## src/sv/pon_ram.sv

```systemverilog
// Generic single write port, single read port RAM with registered read data.
// No dependencies.
`default_nettype none

module pon_ram #(
    parameter int WIDTH = 8,
    parameter int DEPTH = 16
) (
    input  wire logic                     clk,
    input  wire logic                     we,
    input  wire logic [$clog2(DEPTH)-1:0] waddr,
    input  wire logic [WIDTH-1:0]         wdata,
    input  wire logic                     re,
    input  wire logic [$clog2(DEPTH)-1:0] raddr,
    output logic      [WIDTH-1:0]         rdata
);

    logic [WIDTH-1:0] mem [DEPTH];

    always_ff @(posedge clk)
    begin
        if (we)
        begin
            mem[waddr] <= wdata;
        end
        if (re)
        begin
            rdata <= mem[raddr];
        end
    end

endmodule

`default_nettype wire

```

## config.mk

```make
export PLATFORM = sky130hd
export DESIGN_NAME = pon_ram
export DESIGN_NICKNAME = d
export VERILOG_FILES = /design/src/sv/pon_ram.sv
export SDC_FILE = /design/constraint.sdc
export NUM_CORES = 1
export LEC_CHECK = 0
export BUFFER_PORTS_ARGS = -buffer_cell sky130_fd_sc_hd__buf_2
export CELL_PAD_IN_SITES_DETAIL_PLACEMENT = 0
export CELL_PAD_IN_SITES_GLOBAL_PLACEMENT = 1
export CORE_UTILIZATION = 48
export CTS_CLUSTER_DIAMETER = 150
export DETAILED_ROUTE_END_ITERATION = 8
export PLACE_DENSITY_LB_ADDON = 0.1
export SYNTH_ARGS = -nofsm -noshare
export SYNTH_HDL_FRONTEND = slang
export SYNTH_SLANG_ARGS = --single-unit
```

## constraint.sdc

```tcl
create_clock -name clk -period 2.1 [get_ports clk]
set_clock_uncertainty 0.15 [all_clocks]
set_input_delay 0.42 -clock clk [delete_from_list [all_inputs] [get_ports clk]]
set_output_delay 0.42 -clock clk [all_outputs]
set_load 0.01 [all_outputs]
```

==> impl_metrics.tcl <==
set metrics [dict create \
    clk_path_buf_depth 2 \
    hp-class "in2reg" \
    crit_family "multiplexers" \
    place_hpwl_um 6270 \
    finalMaxSlewViolations 0 \
    cts.reportedPaths.clkPinSlew_ns 0.06 \
    seq_area_frac_synth_pct 78.1 \
    crit_type "in2reg" \
    p_int_mw 5.10 \
    critical_path_required_ns 2.22 \
    fin_setup_tns_ns 0 \
    port_buffers 26 \
    cts_setup_buffers 0 \
    wl_per_cell_um 22.0 \
    startpoint_type "primary input" \
    synth.distinct_cells 18 \
    clkPwrFrac_pct 46.7 \
    worstPathCellList "buf_2 > buf_12 > buf_4 > mux4_1 > a22oi_1 > nand2_1" \
    cts_resized 0 \
    synthTopCellsByCount "136 x edfxtp_1, 18 x mux4_2, 16 x a22oi_1, 14 x mux4_1, 13 x nor2_1" \
    yosys_warnings 0 \
    fin_crit_ns 1.70 \
    design_area_mm2 0.00629 \
    path_buf_inv 3 \
    status "finished, final reports clean" \
    drt_first_iter_violations 124 \
    first_pass_iters 5 \
    start_util_pct 50.0 \
    swShare_pct 19.4 \
    clkLatencyLatePin_ns 0.52 \
    cts_root_buffer "clkbuf_8" \
    synth-main-ff-cell "edfxtp_1" \
    fmax_ghz 0.588 \
    ir_worst_vdd_mv 0.496 \
    rsz0062_at_grt "no" \
    hold_buffers 0 \
    die_y_um 106 \
    sequentialPowerShare_pct 48.6 \
    slew_headroom_pct 74.1 \
    grt_usage_pct 19.6 \
    first_global_vias 2590 \
    post-route-period-util_pct 81.0 \
    p_sw_mw 1.23 \
    synth-seq-cells 136 \
    clock-sinks 136 \
    place_area_mm2 0.00569 \
    io_pins 27 \
    grt_overflow 0 \
    syn_nets 248 \
    antenna_found_initial 0 \
    hold_viol 0 \
    total_power_mw 6.33 \
    pwr_density_cell_mw_per_mm2 1010 \
    cts.htree.levels 4 \
    final_cells 441 \
    drc 0 \
    areaGrowthSynthToFinish_pct 20.3 \
    drt-vias-per-instance 5.63 \
    yosys-top-cells-area "edfxtp_1 78%, mux4_2 7.8%, mux4_1 7.0%" \
    r2r-start "mem[11][0]$_DFFE_PP_" \
    netlist.area_leader.share_pct 78.1 \
    vias 2483 \
    path_max_fanout 24 \
    endpoint_kind "flop" \
    critPathSlowestCell "mux4_1" \
    avgSynthCellArea_um2 22.8 \
    worstPathArrival_ns 1.82 \
    slowest_delay_ns 0.53 \
    gp_routability_congestion 0.693 \
    rows 37 \
    tightest_slew_ns 0.388 \
    synth_edf_count 136 \
    placedCellCount 409 \
    crit_path_start "raddr[0]" \
    nets 311 \
    dieArea_mm2 0.0113 \
    power_frac_comb_pct 4.7 \
    cap_violations 0 \
    grt_max_degree 25 \
    async_reset_ff_share_pct 0 \
    die_x_um 106 \
    core_area_mm2 0.0105 \
    synth.most_common_cell "edfxtp_1" \
    leakagePower_nw 2.16 \
    yosysTopAreaCell "edfxtp_1" \
    syn_inst 229 \
    final_antenna_net_count 0 \
    syn_area_mm2 0.00523 \
    setup-violations-final 0 \
    worstHoldStart "re" \
    numCtsBuffers 17 \
    grt_pass1_wl_um 15100 \
    diodes 0 \
    cts_tree "yes" \
    totalWireLength_um 9700 \
    final_layout_size_suffix_gt1_share_pct 33.8 \
]
-- area by class of cell --
type,count,area [µm²]
fillers,779,4180
repair buffers,54,378
flip-flops and latches,136,4080
clock inverters,15,184
clock buffers,17,414
well taps,136,170
multi-input cells,83,1060
-- metrics by stage --
stage	hold slack (ns)	worst slack, ns	utilization [%]
after floorplan	0.369	0.0371	-
after global placement	0.591	-0.136	54.4
after detailed placement	0.608	-0.173	54.4
after CTS	0.0924	0.390	60.1
after global routing	0.0991	0.347	60.1
final	0.114	0.399	60.1
-- sequential cells by signal (all words and copies together) (netlist names) --
register and cells:
rdata 8, mem 128
-- layer usage --
metal / GRT usage, % / part of all wire (%)
met5: 0 / 0
met4: 6.85 / 1.3
met3: 5.95 / 5.7
met2: 31.4 / 50
met1: 25.5 / 43
-- power groups by stage --
stage	clock (mW)	sequential, mW	combinational [mW]
2_1_floorplan	0	3.13	0.154
3_3_place_gp	0	3.13	0.300
3_5_place_dp	0	3.13	0.306
4_1_cts	3.02	3.07	0.305
5_1_grt	3.14	3.08	0.325
6_report	2.96	3.07	0.298
-- logic make-up after synthesis --
kind of cell	Yosys count	share of synthesized area [%]
AO/OA/AOI/OAI	16	2.30
multiplexers	32	14.8
buffers and inverters	10	1.65
flip-flops	136	78.1
AND/OR/NAND/NOR	35	3.14
-- path summary, 6_finish.rpt --
| kind | to | slack (ns) | cells past startpoint |
|---|---|---|---|
| max | rdata[1]$_DFFE_PP_ | 0.40 | 6 |
| min reg2reg | rdata[5]$_DFFE_PP_ | 0.61 | 3 |
| max reg2reg | rdata[0]$_DFFE_PP_ | 0.48 | 4 |
| min | rdata[7]$_DFFE_PP_ | 0.11 | 1 |
-- cell usage in the layout, fill, tap and decap left out, drive strengths merged, types with 3 or more instances in the layout --
cell type,netlist,layout
bufinv,0,4
nor2,13,13
clkinv,0,8
mux4,32,32
a22oi,16,16
nand2,9,9
edfxtp,136,136
buf,7,54
clkinvlp,0,3
clkbuf,0,17
nor3,4,4
Power figures use the tool's default switching activity.
