$ cat src/sv/pon_pkg.sv
// Shared constants, types and state codes for the polygon orientation normaliser.
// No dependencies; imported by pon_cross, the top level and the bench modules.
`default_nettype none

package pon_pkg;

    localparam int MAX_VERTS  = 16;
    localparam int COORD_BITS = 32;
    localparam int IDX_W      = $clog2(MAX_VERTS);
    localparam int CNT_W      = $clog2(MAX_VERTS + 1);
    localparam int SRC_W      = 4;
    localparam int TOTAL_W    = 16;
    localparam int VTX_W      = 2 * COORD_BITS;
    localparam int DIFF_W     = COORD_BITS + 1;
    localparam int PROD_W     = 2 * DIFF_W;
    localparam int ACC_W      = PROD_W + 1;
    localparam int MIN_VERTS  = 3;

    typedef logic signed [COORD_BITS-1:0] coord_t;

    typedef enum logic [1:0]
    {
        VX_A,
        VX_B,
        VX_C
    } vsel_t;

    typedef struct packed
    {
        logic  load;
        vsel_t sel;
        logic  start;
    } cross_ctl_t;

    typedef struct packed
    {
        logic done;
        logic positive;
    } cross_sts_t;

    typedef enum logic [3:0]
    {
        CS_IDLE,
        CS_DX1,
        CS_DY2,
        CS_DX2,
        CS_DY1,
        CS_MUL_P,
        CS_MUL_Q,
        CS_DIFF,
        CS_DONE
    } cross_step_t;

    typedef enum logic [3:0]
    {
        ST_LOAD,
        ST_CHECK,
        ST_BAD,
        ST_RD_A,
        ST_RD_B,
        ST_RD_C,
        ST_LD_C,
        ST_WAIT,
        ST_EMIT_RD,
        ST_EMIT_OUT
    } state_t;

endpackage

`default_nettype wire

$ cat src/sv/pon_cross.sv
// Exact 2D cross product sign, (B-A)x(C-A) > 0, on one shared subtractor and
// one shared multiplier stepped by a small sequencer. Depends on pon_pkg.
`default_nettype none

module pon_cross (
    input  wire logic               clk,
    input  wire logic               rst_n,
    input  wire pon_pkg::cross_ctl_t ctl,
    input  wire pon_pkg::coord_t    vx,
    input  wire pon_pkg::coord_t    vy,
    output pon_pkg::cross_sts_t     sts
);

    import pon_pkg::*;

    cross_step_t step_reg, step_next;

    coord_t ax_reg, ay_reg, bx_reg, by_reg, cx_reg, cy_reg;
    logic signed [DIFF_W-1:0] dx1_reg, dy2_reg, dx2_reg, dy1_reg;
    logic signed [PROD_W-1:0] p_reg, q_reg;
    logic signed [ACC_W-1:0]  acc_reg;

    logic signed [ACC_W-1:0]  sub_a, sub_b, sub_res;
    logic signed [DIFF_W-1:0] mul_a, mul_b;
    logic signed [PROD_W-1:0] mul_res;

    function automatic logic signed [ACC_W-1:0] sx(input coord_t v);
        sx = {{(ACC_W - COORD_BITS){v[COORD_BITS-1]}}, v};
    endfunction

    // shared subtractor
    always_comb
    begin
        sub_a = '0;
        sub_b = '0;
        unique case (step_reg)
            CS_DX1:
            begin
                sub_a = sx(bx_reg);
                sub_b = sx(ax_reg);
            end
            CS_DY2:
            begin
                sub_a = sx(cy_reg);
                sub_b = sx(ay_reg);
            end
            CS_DX2:
            begin
                sub_a = sx(cx_reg);
                sub_b = sx(ax_reg);
            end
            CS_DY1:
            begin
                sub_a = sx(by_reg);
                sub_b = sx(ay_reg);
            end
            CS_DIFF:
            begin
                sub_a = {p_reg[PROD_W-1], p_reg};
                sub_b = {q_reg[PROD_W-1], q_reg};
            end
            default:
            begin
                sub_a = '0;
                sub_b = '0;
            end
        endcase
        sub_res = sub_a - sub_b;
    end

    // shared multiplier
    always_comb
    begin
        if (step_reg == CS_MUL_Q)
        begin
            mul_a = dx2_reg;
            mul_b = dy1_reg;
        end
        else
        begin
            mul_a = dx1_reg;
            mul_b = dy2_reg;
        end
        mul_res = mul_a * mul_b;
    end

    always_comb
    begin
        step_next = step_reg;
        unique case (step_reg)
            CS_IDLE:  if (ctl.start) step_next = CS_DX1;
            CS_DX1:   step_next = CS_DY2;
            CS_DY2:   step_next = CS_DX2;
            CS_DX2:   step_next = CS_DY1;
            CS_DY1:   step_next = CS_MUL_P;
            CS_MUL_P: step_next = CS_MUL_Q;
            CS_MUL_Q: step_next = CS_DIFF;
            CS_DIFF:  step_next = CS_DONE;
            CS_DONE:  step_next = CS_IDLE;
            default:  step_next = CS_IDLE;
        endcase
    end

    always_ff @(posedge clk or negedge rst_n)
    begin
        if (!rst_n)
        begin
            step_reg <= CS_IDLE;
        end
        else
        begin
            step_reg <= step_next;
        end
    end

    always_ff @(posedge clk)
    begin
        if (ctl.load)
        begin
            unique case (ctl.sel)
                VX_A:
                begin
                    ax_reg <= vx;
                    ay_reg <= vy;
                end
                VX_B:
                begin
                    bx_reg <= vx;
                    by_reg <= vy;
                end
                default:
                begin
                    cx_reg <= vx;
                    cy_reg <= vy;
                end
            endcase
        end
        if (step_reg == CS_DX1)   dx1_reg <= sub_res[DIFF_W-1:0];
        if (step_reg == CS_DY2)   dy2_reg <= sub_res[DIFF_W-1:0];
        if (step_reg == CS_DX2)   dx2_reg <= sub_res[DIFF_W-1:0];
        if (step_reg == CS_DY1)   dy1_reg <= sub_res[DIFF_W-1:0];
        if (step_reg == CS_MUL_P) p_reg   <= mul_res;
        if (step_reg == CS_MUL_Q) q_reg   <= mul_res;
        if (step_reg == CS_DIFF)  acc_reg <= sub_res;
    end

    assign sts.done     = (step_reg == CS_DONE);
    assign sts.positive = !acc_reg[ACC_W-1] && (acc_reg != '0);

endmodule

`default_nettype wire

$ cat config.mk
export PLATFORM = sky130hd
export DESIGN_NAME = pon_cross
export DESIGN_NICKNAME = d
export VERILOG_FILES = /design/src/sv/pon_pkg.sv /design/src/sv/pon_cross.sv
export SDC_FILE = /design/constraint.sdc
export NUM_CORES = 2
export LEC_CHECK = 0
export BUFFER_PORTS_ARGS = -buffer_cell sky130_fd_sc_hd__buf_2
export CELL_PAD_IN_SITES_DETAIL_PLACEMENT = 1
export CELL_PAD_IN_SITES_GLOBAL_PLACEMENT = 1
export CORE_MARGIN = 2
export CORE_UTILIZATION = 50
export CTS_BUF_LIST = sky130_fd_sc_hd__clkbuf_2
export DETAILED_ROUTE_END_ITERATION = 7
export PLACE_DENSITY = 0.83
export RECOVER_POWER = 50
export SKIP_CTS_REPAIR_TIMING = 1
export SYNTH_ARGS = -nofsm -noshare
export SYNTH_HDL_FRONTEND = slang
export SYNTH_SLANG_ARGS = --single-unit
$ cat constraint.sdc
create_clock -name clk -period 12.35 [get_ports clk]
set_input_delay 2.47 -clock clk [delete_from_list [all_inputs] [get_ports clk]]
set_output_delay 2.47 -clock clk [all_outputs]
set_load 0.02 [all_outputs]
==> metrics.cfg <==
[status]
outcome = finished, violations left
failing_checks = max-capacitance violations, max-slew violations

[floorplanning]
boundaryPins = 72
placeable_core_area_sq_mm = 0.1200
rows = 127
fp.dieH_microns = 351.7
initial_utilization = 0.5038
die_w_microns = 351.7
dieArea_sq_mm = 0.1237

[global_routing]
grt_antenna_before_repair = 13
global_route.overflow_total = 0
gr-usage-all-layers = 0.3515
first_global_vias = 50140
global_route_wire_length_before_repair_mm = 318.0
maximum_number_of_pins_on_one_net_before_global_route_repair = 140

[yosys]
synth-edff-count = 523
yosysTopAreaCellShare = 0.3795
synth_top_cells_by_area = fa_1 (38%), edfxtp_1 (26%), inv_1 (7.2%), ha_1 (5.9%), nor2_1 (4.0%)
synth-async-reset-ratio = 0.007590
sequential_area_share_after_synthesis = 0.2615
synth_flop_cell = edfxtp_1
mean_post_synth_cell_area_sq_um = 10.59
synth_fp_nets = 7205
syn_inst = 5706
synth.ff_latch_count = 527
ys_types = 82
synth_top_cell_by_area = fa_1
synthesis.area_sq_mm = 0.06045
synthesis.yosys.warnings = 0

[place]
pre_cts_slack_ns = 1.326
number_of_port_buffers = 71
detailed_place_hpwl_mm = 162.1
globalplace.congestion = 0.9972

[timing]
grt_setup_unrepaired = no
report.final.setup_viol = 0
fin_skew_ns = 0.2559
maxSlewViolCount = 457
holdWs_ns = 0.6029
achievable-frequency_mhz = 88.65
finalWorstPathRequiredPeriod_ns = 11.28
timing_hold_violations_final = 0
max-slew-margin-rel = -1.767
tns_ns = 0
fin_ws_ns = 1.070
worst_pin_slew_ns = 4.151
period_share = 0.9134

[clocking]
clk-insertion-delay-late_ns = 1.33
cts_num_sinks = 527
clock_tree_from_tritoncts = yes
clock_input_transition_at_the_sequential_cells_of_the_worst_setup_and_hold_paths_ns = 0.09
cts_made_buffers = 118
cts.path.max_buffers = 3
cts_max_level = 3
ctsRootBufferMaster = clkbuf_2

[layout]
largest_reg_flops = 67
area.growth.synth_to_final_pct = 5.717
final_net_count = 7265
drive_gt1_frac = 0.07204
number_of_filler_instances_in_the_final_layout = 13240
multi_input_area_sq_mm = 0.03957
final-seq-area_sq_mm = 0.01581

[setup_path]
timing.critical_path.slowest_cell_delay_ns = 1.17
worstSetupEndpointType = register
critPathArrivalTime_ns = 12.26
crit_family = adder cells
crit_path_frequent_cell = fa_1
crit_path_start_kind = register
timing.critical_path.required_ns = 13.33
criticalPathCategory = register to register
critical_path.n_buffers_inverters = 7
timing.critical_path.fanout_max = 25
worst_path_max_delay_cell = mux2i_2

[detailed_routing]
detailedRoute.firstIterationViolations = 4502
ant_nets = 0
totalWireLength_mm = 210.4
detailroute.via_count = 44530
routed_length_per_instance_microns = 28.15
detailedRoute.firstPassIterationCount = 6
routed_via_density = 5.956
remaining_drc_errors = 0

[flow_run]
drv_cap = 10

[min_path]
worst_hold_path_type = register to register

metal layers:
layer  GRT usage  vias up  part of all wire
li1            -    18090                 -
met1      0.4679    23200              0.38
met2      0.5546     2653              0.46
met3     0.07526      577              0.10
met4      0.1620        2             0.052
met5           0        -          0.000062
cell usage in the layout, fill, tap and decap left out, drive strengths merged, types with 41 or more instances in the layout:
cell type and instances:
inv 1158, fa 1146, nor2 648, nand2 629, edfxtp 523, ha 283
clkbuf 247, a21oi 151, a21o 106, buf 95, xnor2 85, o21ai 76
mux2 63, a22oi 63, mux2i 63, nand3 55, xor2 44, clkinv 41
per-stage QoR:
stage | util | instance area [sq um] | instances
3_3_place_gp | 0.5247 | 62950 | 7258
3_5_place_dp | 0.5247 | 62950 | 7258
5_1_grt | 0.5326 | 63900 | 7473
2_1_floorplan | - | 60450 | 5706
4_1_cts | 0.5339 | 64060 | 7470
6_report | 0.5326 | 63900 | 7476
layout make-up:
cell class | count | area share
diodes | 6 | 0.0002350
multi-input cells | 3787 | 0.6192
well taps | 1612 | 0.03156
clock inverters | 44 | 0.004229
clock buffers | 168 | 0.01316
inverters | 1158 | 0.06802
repair buffers | 174 | 0.01623
flip-flops and latches | 527 | 0.2473
worst paths after layout:
check / depth (start not counted) / to / slack (ns) / startpoint
max in group asynchronous: 1 / step_reg[2] / 11.08 / rst_n
min in group asynchronous: 1 / step_reg[1] / 0.98 / rst_n
setup / recovery: 29 / q_reg[59] / 1.07 / step_reg[3]
setup reg to reg: 29 / q_reg[59] / 1.07 / step_reg[3]
hold reg to reg: 1 / step_reg[0] / 0.60 / step_reg[0]
hold / removal: 1 / step_reg[0] / 0.60 / step_reg[0]
cell families (layout without fill, tap and decap cells):
| logic type | after synthesis | after routing | synth area share |
|---|---|---|---|
| AOI/OAI and AO/OA | 602 | 602 | 0.07029 |
| buffers and inverters | 1392 | 1544 | 0.08752 |
| muxes | 126 | 126 | 0.02217 |
| adders and majority gates | 1429 | 1429 | 0.4381 |
| DFF | 527 | 527 | 0.2615 |
| and+or+nand+nor | 1501 | 1501 | 0.1017 |
| xor gates and xnor gates | 129 | 129 | 0.01869 |
| other | 0 | 6 | 0 |
synth_stat cells, types with 7 or more instances:
library cell / n
nor4_1: 18
a21oi_1: 151
o21a_1: 24
a22oi_1: 63
and2_1: 14
a211oi_1: 24
inv_1: 1157
o21bai_1: 17
nor2b_1: 16
or2_2: 13
buf_2: 49
xnor2_1: 85
a21boi_0: 9
o21ai_1: 7
o211ai_1: 15
and3_1: 25
xor2_1: 44
nand4_1: 21
a21o_1: 106
o21ai_0: 68
nand3_1: 55
clkbuf_1: 179
mux2_2: 63
nand2_1: 629
a31oi_1: 18
nor3_1: 23
fa_1: 1146
a222oi_1: 31
nand2b_1: 13
edfxtp_1: 523
ha_1: 283
nor2_1: 647
mux2i_1: 63
Power is not shown: default switching activity piles up to over one toggle a cycle in this logic, so the estimate is an artifact.
